File: config.mk
export PLATFORM = sky130hd
export DESIGN_NAME = alpha_over_composite_core
export DESIGN_NICKNAME = d
export VERILOG_FILES = /design/src/hw/rtl/aoc_pkg.sv /design/src/hw/rtl/aoc_weight.sv /design/src/hw/rtl/aoc_lane.sv /design/src/hw/rtl/aoc_merge.sv /design/src/hw/rtl/alpha_over_composite_core.sv
export SDC_FILE = /design/constraint.sdc
export NUM_CORES = 2
export LEC_CHECK = 0
export BUFFER_PORTS_ARGS = -buffer_cell sky130_fd_sc_hd__buf_4
export CORE_MARGIN = 2
export CORE_UTILIZATION = 25
export DETAILED_ROUTE_END_ITERATION = 10
export PLACE_DENSITY = 0.36
export SETUP_SLACK_MARGIN = 0.15
export SKIP_LAST_GASP = 1
export SLEW_MARGIN = 40
export SYNTH_ARGS = -nofsm -noshare
export SYNTH_HDL_FRONTEND = slang
export SYNTH_SLANG_ARGS = --single-unit
File: constraint.sdc
create_clock -name clk -period 52.6 [get_ports clk]
set_input_delay 5.26 -clock clk [delete_from_list [all_inputs] [get_ports clk]]
set_output_delay 5.26 -clock clk [all_outputs]
set_load 0.01 [all_outputs]
File: src/hw/rtl/aoc_pkg.sv
// Shared types and constants for the alpha-over compositing block.
`timescale 1ns / 1ps

package aoc_pkg;

  localparam int PIX_W     = 8;             // one colour or alpha channel
  localparam int WGT_W     = 16;            // sa*255, da*(255-sa) and their sum
  localparam int PROD_W    = PIX_W + WGT_W; // channel value times a weight
  localparam int NUM_W     = PROD_W + 1;    // 2*(sum of products) + weight sum
  localparam int DEN_W     = WGT_W + 1;     // twice the weight sum
  localparam int DIV_STEPS = PIX_W;         // one quotient bit per stage
  localparam int LANE_LAT  = DIV_STEPS + 2; // product stage, numerator stage, divider

  localparam int IN_TDATA_W  = 8 * PIX_W;
  localparam int OUT_TDATA_W = 4 * PIX_W;

  localparam logic [PIX_W-1:0] CHAN_MAX   = '1;
  // Half of 255, rounded down, turns the rounded alpha division into a floor.
  localparam logic [WGT_W-1:0] ALPHA_BIAS = WGT_W'(127);

  // Red sits in the lowest byte, alpha in the highest.
  typedef struct packed {
    logic [PIX_W-1:0] alpha;
    logic [PIX_W-1:0] blue;
    logic [PIX_W-1:0] green;
    logic [PIX_W-1:0] red;
  } rgba_t;

  // Information that bypasses the divider lanes.
  typedef struct packed {
    logic             empty;
    logic [PIX_W-1:0] dst_blue;
    logic [PIX_W-1:0] dst_green;
    logic [PIX_W-1:0] dst_red;
  } side_t;

endpackage

File: src/hw/rtl/aoc_weight.sv
// Input register stage that forms the source and destination weights.
`timescale 1ns / 1ps

module aoc_weight (
  input  logic                       clk,
  input  logic                       rst,
  input  logic                       en,
  input  logic                       in_valid,
  input  aoc_pkg::rgba_t             src,
  input  aoc_pkg::rgba_t             dst,
  output logic                       valid,
  output aoc_pkg::rgba_t             src_q,
  output logic [aoc_pkg::WGT_W-1:0]  ws,
  output logic [aoc_pkg::WGT_W-1:0]  wd,
  output logic [aoc_pkg::WGT_W-1:0]  wsum,
  output aoc_pkg::side_t             side
);
  import aoc_pkg::*;

  logic [PIX_W-1:0] inv;
  logic [WGT_W-1:0] ws_next;
  logic [WGT_W-1:0] wd_next;

  // sa*255 is a shift and a subtract; 255-sa is a bitwise inversion.
  always_comb begin
    inv     = CHAN_MAX - src.alpha;
    ws_next = {src.alpha, PIX_W'(0)} - {PIX_W'(0), src.alpha};
    wd_next = WGT_W'(dst.alpha) * WGT_W'(inv);
  end

  always_ff @(posedge clk) begin
    if (rst) begin
      valid <= 1'b0;
    end else if (en) begin
      valid <= in_valid;
    end
  end

  always_ff @(posedge clk) begin
    if (en) begin
      src_q          <= src;
      ws             <= ws_next;
      wd             <= wd_next;
      wsum           <= ws_next + wd_next;
      side.empty     <= (src.alpha == '0) && (dst.alpha == '0);
      side.dst_red   <= dst.red;
      side.dst_green <= dst.green;
      side.dst_blue  <= dst.blue;
    end
  end

endmodule

File: src/hw/rtl/aoc_lane.sv
// One compositing lane: weighted sum of two channels and a pipelined rounding divider.
`timescale 1ns / 1ps

module aoc_lane (
  input  logic                       clk,
  input  logic                       en,
  input  logic [aoc_pkg::PIX_W-1:0]  xa,
  input  logic [aoc_pkg::PIX_W-1:0]  xb,
  input  logic [aoc_pkg::WGT_W-1:0]  wa,
  input  logic [aoc_pkg::WGT_W-1:0]  wb,
  input  logic [aoc_pkg::WGT_W-1:0]  den,
  output logic [aoc_pkg::PIX_W-1:0]  quot
);
  import aoc_pkg::*;

  logic [PROD_W-1:0] pa;
  logic [PROD_W-1:0] pb;
  logic [WGT_W-1:0]  den_p;

  // Restoring divider: rem[k] and dv[k] feed step k, q[k] holds the bits after it.
  logic [NUM_W-1:0] rem  [DIV_STEPS];
  logic [DEN_W-1:0] dv   [DIV_STEPS];
  logic [PIX_W-1:0] q    [DIV_STEPS];
  logic [NUM_W:0]   diff [DIV_STEPS];

  always_ff @(posedge clk) begin
    if (en) begin
      pa    <= PROD_W'(xa) * PROD_W'(wa);
      pb    <= PROD_W'(xb) * PROD_W'(wb);
      den_p <= den;
    end
  end

  always_comb begin
    for (int k = 0; k < DIV_STEPS; k++) begin
      diff[k] = {1'b0, rem[k]} - ({1'b0, NUM_W'(dv[k])} << (DIV_STEPS - 1 - k));
    end
  end

  // Rounding to nearest, ties up: floor((2*num + den) / (2*den)).
  always_ff @(posedge clk) begin
    if (en) begin
      rem[0] <= ((NUM_W'(pa) + NUM_W'(pb)) << 1) + NUM_W'(den_p);
      dv[0]  <= {den_p, 1'b0};
      q[0]   <= PIX_W'(~diff[0][NUM_W]);
      for (int k = 1; k < DIV_STEPS; k++) begin
        rem[k] <= diff[k-1][NUM_W] ? rem[k-1] : diff[k-1][NUM_W-1:0];
        dv[k]  <= dv[k-1];
        q[k]   <= {q[k-1][PIX_W-2:0], ~diff[k][NUM_W]};
      end
    end
  end

  assign quot = q[DIV_STEPS-1];

endmodule

File: src/hw/rtl/aoc_merge.sv
// Bypass delay lines and output stage that combine the colour lanes with the alpha.
`timescale 1ns / 1ps

module aoc_merge (
  input  logic                       clk,
  input  logic                       rst,
  input  logic                       en,
  input  logic                       in_valid,
  input  aoc_pkg::side_t             side_in,
  input  logic [aoc_pkg::PIX_W-1:0]  alpha_in,
  input  logic [aoc_pkg::PIX_W-1:0]  quot_red,
  input  logic [aoc_pkg::PIX_W-1:0]  quot_green,
  input  logic [aoc_pkg::PIX_W-1:0]  quot_blue,
  input  logic                       clear_when_empty,
  output logic                       out_valid,
  output aoc_pkg::rgba_t             out_pix
);
  import aoc_pkg::*;

  logic             vld     [LANE_LAT];
  side_t            side_d  [LANE_LAT];
  logic [PIX_W-1:0] alpha_d [LANE_LAT];
  rgba_t            pix_next;

  always_ff @(posedge clk) begin
    if (rst) begin
      for (int k = 0; k < LANE_LAT; k++) begin
        vld[k] <= 1'b0;
      end
      out_valid <= 1'b0;
    end else if (en) begin
      vld[0] <= in_valid;
      for (int k = 1; k < LANE_LAT; k++) begin
        vld[k] <= vld[k-1];
      end
      out_valid <= vld[LANE_LAT-1];
    end
  end

  always_ff @(posedge clk) begin
    if (en) begin
      side_d[0]  <= side_in;
      alpha_d[0] <= alpha_in;
      for (int k = 1; k < LANE_LAT; k++) begin
        side_d[k]  <= side_d[k-1];
        alpha_d[k] <= alpha_d[k-1];
      end
      out_pix <= pix_next;
    end
  end

  // With both alphas zero the divider outputs are meaningless and are replaced.
  always_comb begin
    pix_next.red   = quot_red;
    pix_next.green = quot_green;
    pix_next.blue  = quot_blue;
    pix_next.alpha = alpha_d[LANE_LAT-1];
    if (side_d[LANE_LAT-1].empty) begin
      pix_next = '0;
      if (!clear_when_empty) begin
        pix_next.red   = side_d[LANE_LAT-1].dst_red;
        pix_next.green = side_d[LANE_LAT-1].dst_green;
        pix_next.blue  = side_d[LANE_LAT-1].dst_blue;
      end
    end
  end

endmodule

File: src/hw/rtl/alpha_over_composite_core.sv
// Top level of the source-over-destination compositing block for RGBA8 pixels.
`timescale 1ns / 1ps

// The block takes one source and one destination pixel, both non-premultiplied,
// per transaction on the s_ channel and returns the composited pixel on the
// m_ channel. Colours are (sc*sa*255 + dc*da*(255-sa)) / D with
// D = sa*255 + da*(255-sa), and alpha is D / 255, all rounded to nearest with
// ties rounded up. Three colour lanes each run an 8-stage restoring divider that
// settles one quotient bit per stage; the alpha, a division by the constant 255,
// is a shift-and-add reciprocal that travels beside the lanes in a delay line.
// From the accepting edge to m_tvalid rising a pixel passes the weight stage,
// the product and numerator stages, eight divider stages and the output register.
// A new transaction can be accepted every cycle while the receiver keeps up, and
// the sustained rate is one pixel per clock, as every stage is fully pipelined.
// When both alphas are zero the output is cleared if clear_when_empty is set,
// otherwise the destination colour is passed through with alpha zero.
// clear_when_empty is written through cfg_we/cfg_wdata and should only be
// changed while no pixel is in flight.
// Reset (rst, synchronous, active high) empties the pipeline, drops m_tvalid
// and sets clear_when_empty. If the receiver stalls with a result waiting,
// the whole pipeline holds and s_tready falls until the result is taken.
module alpha_over_composite_core (
  input  logic                               clk,
  input  logic                               rst,
  input  logic                               cfg_we,
  input  logic                               cfg_wdata,
  input  logic                               s_tvalid,
  output logic                               s_tready,
  // src_red, src_green, src_blue, src_alpha, dst_red, dst_green, dst_blue, dst_alpha
  input  logic [aoc_pkg::IN_TDATA_W-1:0]     s_tdata,
  output logic                               m_tvalid,
  input  logic                               m_tready,
  // out_red, out_green, out_blue, out_alpha
  output logic [aoc_pkg::OUT_TDATA_W-1:0]    m_tdata
);
  import aoc_pkg::*;

  logic             clear_when_empty;
  logic             en;
  rgba_t            src;
  rgba_t            dst;
  logic             w_valid;
  rgba_t            w_src;
  logic [WGT_W-1:0] ws;
  logic [WGT_W-1:0] wd;
  logic [WGT_W-1:0] wsum;
  side_t            side;
  side_t            w_side;
  logic [WGT_W-1:0] alpha_num;
  logic [WGT_W-1:0] alpha_sum;
  logic [PIX_W-1:0] alpha;
  logic [PIX_W-1:0] quot_red;
  logic [PIX_W-1:0] quot_green;
  logic [PIX_W-1:0] quot_blue;
  rgba_t            out_pix;

  always_ff @(posedge clk) begin
    if (rst) begin
      clear_when_empty <= 1'b1;
    end else if (cfg_we) begin
      clear_when_empty <= cfg_wdata;
    end
  end

  // The pipeline moves as a whole whenever the output register is free or being emptied.
  assign en       = !m_tvalid || m_tready;
  assign s_tready = en;

  assign src = s_tdata[OUT_TDATA_W-1:0];
  assign dst = s_tdata[IN_TDATA_W-1:OUT_TDATA_W];

  aoc_weight u_weight (
    .clk      (clk),
    .rst      (rst),
    .en       (en),
    .in_valid (s_tvalid),
    .src      (src),
    .dst      (dst),
    .valid    (w_valid),
    .src_q    (w_src),
    .ws       (ws),
    .wd       (wd),
    .wsum     (wsum),
    .side     (w_side)
  );

  // Colour lanes weight source and destination colour by ws and wd and divide by D.
  aoc_lane u_lane_red (
    .clk  (clk),
    .en   (en),
    .xa   (w_src.red),
    .xb   (w_side.dst_red),
    .wa   (ws),
    .wb   (wd),
    .den  (wsum),
    .quot (quot_red)
  );

  aoc_lane u_lane_green (
    .clk  (clk),
    .en   (en),
    .xa   (w_src.green),
    .xb   (w_side.dst_green),
    .wa   (ws),
    .wb   (wd),
    .den  (wsum),
    .quot (quot_green)
  );

  aoc_lane u_lane_blue (
    .clk  (clk),
    .en   (en),
    .xa   (w_src.blue),
    .xb   (w_side.dst_blue),
    .wa   (ws),
    .wb   (wd),
    .den  (wsum),
    .quot (quot_blue)
  );

  // D / 255 rounded to nearest equals floor((D + 127) / 255). The division by 255 is
  // the usual add-and-shift reciprocal, exact in 16 bits while the dividend is below 65280.
  assign alpha_num = wsum + ALPHA_BIAS;
  assign alpha_sum = alpha_num + (alpha_num >> PIX_W) + WGT_W'(1);
  assign alpha     = alpha_sum[WGT_W-1:PIX_W];

  assign side = w_side;

  aoc_merge u_merge (
    .clk              (clk),
    .rst              (rst),
    .en               (en),
    .in_valid         (w_valid),
    .side_in          (side),
    .alpha_in         (alpha),
    .quot_red         (quot_red),
    .quot_green       (quot_green),
    .quot_blue        (quot_blue),
    .clear_when_empty (clear_when_empty),
    .out_valid        (m_tvalid),
    .out_pix          (out_pix)
  );

  assign m_tdata = out_pix;

endmodule

==> results.md <==
- Status: completed
- Vias in the first global route: roughly 67000
- CP Launch Point: m_tready
- Initial DRC Count: 2839
- Slew Limit Fails: 0
- # setup viols final: 0
- Critical Path RT: 47.34 ns
- Antenna-violating nets left: 0
- Layout Nets: 10200
- Seq/Total Area, Yosys: 44.5%
- Complex-gate fraction of the synthesized area: 10.3%
- Worst Path Arrival: approximately 6.4 ns
- Setup Total Neg Slack: 0 ns
- Non-Filler Instances: between 10000 and 15000
- Clock Sinks: ~1400
- Vias post-DR: 62900
- Hold crit path type: reg -> reg
- GRT met3 Usage: 1.35%
- CTS root buf: clkbuf_16
- Min Tclk post-route: 11.70 ns
- Multi-input combinational cell area: about 50000 um^2
- Adder-cell share of the synthesized area: 22.2%
- Fillers: 40100
- Synth cell types: about 120
- Ys async rst share: 0%
- GR Util met2: 24.6%
- Max_cap viols: 0
- Met1 usage: 17.0%
- Flops & latches, synth: 1444
- Routed WL: 274000 um
- Die H: about 630 um
- Top cell type's share of synthesized area: between 40% and 50%
- First-pass GRT wire length: roughly 420000 um
- XOR/XNOR Fraction of Synth Area: 4.62%
- Layer with the highest usage: met2
- Simple-gate share of the synthesized area: 12.4%
- CORE AREA: ~390000 um^2
- CTS buffer count: 181
- Critical Setup Path Class: in -> out
- Chip Width: 628 um
- First-pass DRT Iterations: 5
- Syn Inst Count: around 8600
- CTS tree: built
- Starting density of the core: between 20% and 30%
- Synth Flop Type: edfxtp_1
- Syn Area/Cell: 11.4 um^2
- Antenna violations before repair: 14
- Vias per cell: 4.46
- RR Startpoint: u_weight.side[18]
- EDFF count, synth: around 1400
- Type of origin of the critical path: input pin
- Hold buffer count at CTS: 0
- Crit path max fanout: 27
- Period utilization: 22.2%
- Area contributors post-synth: edfxtp_1 44%, fa_1 12%, ha_1 11%
- CTS max path bufs: 4
- Skew-Pair Late Insertion Delay: roughly 0.90 ns
- # DRC: 0
- Syn Nets: 10000
- Hpwl dp: 213000 um
- RSZ-0062 raised after global routing: false
- Area Overhead vs Synth: 13.6%
- Worst-path clk slew: 0.06 ns
- # rows: 229
- Final Hold Fails: 0
- Yosys top cell by area: edfxtp_1
- Synth warn: 0
- CP endpoint kind: primary output
- Global placer's final weighted congestion: 0.836
- Main combinational cell family by area after synthesis: adder cells
- Post-Syn Area: 97500 um^2
- Wire length per cell: ~19 um
- Slew headroom: a little under two fifths
- Largest net degree at the start of global routing: 124
- Worst-Margin Slew: between 0.9 and 1 ns
- Area occupied by registers: 43300 um^2
- FMAX: 85.5 MHz
- Multiplexer share of the synthesized area: about 1.9%
- Grt ovf: 0
- H-tree Lvls: 4
- IO Count: 104
- Post-CTS setup buffer count: 0
- Post-CTS sizing: 0
- Cell Count Post-Placement: 13800
- GRT Overall Usage: 13.7%
- Final Skew: 0.109 ns
- Worst Min Path Start: u_merge.side_d[1][12]
- Die area: 395000 um^2
- Buffers on Ports: 103
- Share of cells above drive strength 1: 8.10%
## synth_stat cells (16+ instances only)
| cell | instances |
|---|---|
| a211o_1 | 18 |
| a211oi_1 | 54 |
| a21boi_0 | 57 |
| a21o_1 | 135 |
| a21oi_1 | 436 |
| a31oi_1 | 40 |
| a41o_1 | 16 |
| and2_1 | 392 |
| and3_1 | 56 |
| buf_2 | 20 |
| clkbuf_1 | 158 |
| edfxtp_1 | 1441 |
| fa_1 | 568 |
| ha_1 | 818 |
| inv_1 | 873 |
| mux2_2 | 140 |
| mux2i_1 | 28 |
| nand2_1 | 808 |
| nand2b_1 | 94 |
| nand3_1 | 98 |
| nand3b_1 | 17 |
| nand4_1 | 21 |
| nor2_1 | 449 |
| nor2b_1 | 168 |
| nor3_1 | 161 |
| nor4_1 | 33 |
| o2111ai_1 | 20 |
| o211ai_1 | 24 |
| o21a_1 | 108 |
| o21ai_0 | 353 |
| o21ai_1 | 24 |
| o21bai_1 | 32 |
| o31ai_1 | 48 |
| or2_2 | 30 |
| or3_1 | 60 |
| or4_1 | 18 |
| xnor2_1 | 340 |
| xor2_1 | 170 |
## area by class of cell
| type | instances | share of cell area [%] |
|---|---|---|
| antenna | 6 | 0.0136 |
| clock buffer | 214 | 4.26 |
| clock inverter | 112 | 0.936 |
| inverter | 874 | 2.97 |
| multi-input combinational | 6055 | 45.3 |
| sequential | 1444 | 39.2 |
| tap | 5197 | 5.88 |
| timing repair buffer | 200 | 1.47 |
## logic make-up (layout without fill, tap and decap cells)
| kind of cell | Yosys count | count (layout) |
|---|---|---|
| AOI/OAI and AO/OA | 1540 | 1540 |
| and+or+nand+nor | 2447 | 2447 |
| xor gates and xnor gates | 512 | 512 |
| adders and majority gates | 1386 | 1386 |
| buffers and inverters | 1064 | 1400 |
| muxes | 169 | 169 |
| DFF | 1444 | 1444 |
| other | 1 | 7 |
## registers in the layout, summed over array words and instances (netlist names), 32 cells and up
signal            flops
u_lane_blue.dv       60
u_lane_blue.q        36
u_lane_blue.rem     200
u_lane_green.q       36
u_lane_green.rem    192
u_lane_red.q         36
u_lane_red.rem      192
u_merge.alpha_d      80
u_merge.out_pix      32
u_merge.side_d      250
## worst max-delay path: stages
cell	delay (ns)
buf_4	0.11
nor2b_1	0.49
inv_8	0.22
buf_4	0.28
## placed cells by master, fill, tap and decap left out, drive strengths merged, types with 54 or more instances in the layout
| master | netlist | routed |
|---|---|---|
| edfxtp | 1441 | 1441 |
| inv | 874 | 877 |
| ha | 818 | 818 |
| nand2 | 810 | 810 |
| fa | 568 | 568 |
| nor2 | 452 | 452 |
| a21oi | 440 | 440 |
| and2 | 392 | 392 |
| o21ai | 380 | 380 |
| xnor2 | 340 | 340 |
| clkbuf | 159 | 214 |
| buf | 31 | 200 |
| xor2 | 171 | 171 |
| nor2b | 168 | 168 |
| nor3 | 164 | 164 |
| mux2 | 141 | 141 |
| a21o | 137 | 137 |
| o21a | 108 | 108 |
| nand3 | 98 | 98 |
| nand2b | 94 | 94 |
| clkinv | 0 | 81 |
| a21boi | 64 | 64 |
| or3 | 60 | 60 |
| a211oi | 60 | 60 |
| and3 | 59 | 59 |
| o31ai | 54 | 54 |
## worst paths after layout
kind,to,slack (ns),depth (start not counted)
max reg2reg,u_lane_blue.pb[23],46.46,17
max,s_tready,40.90,4
min reg2reg,u_merge.side_d[2][12],0.34,0
min,u_merge.side_d[2][12],0.34,0
## per-stage QoR
stage               instance area (um^2)  hold slack, ns  utilization [%]  worst slack [ns]
CTS                               111000           0.321             28.5             40.85
floorplan                          97500           0.400                -             14.39
finish                            111000           0.335             28.5             40.90
detailed placement                105000           0.405             27.0             40.85
global placement                  105000           0.401             26.9             40.86
global route                      111000           0.334             28.5             40.78
## routing by layer
metal	share of wire [%]	wire length, um	vias up
met5	0	0	-
met4	3.5	9590	0
met3	2.5	6880	365
met2	50	138000	851
met1	44	120000	31200
li1	-	-	30500
Power is left out: the tool's default activity adds up to more than one toggle a clock period on the data nets, which glitch-free logic cannot reach.
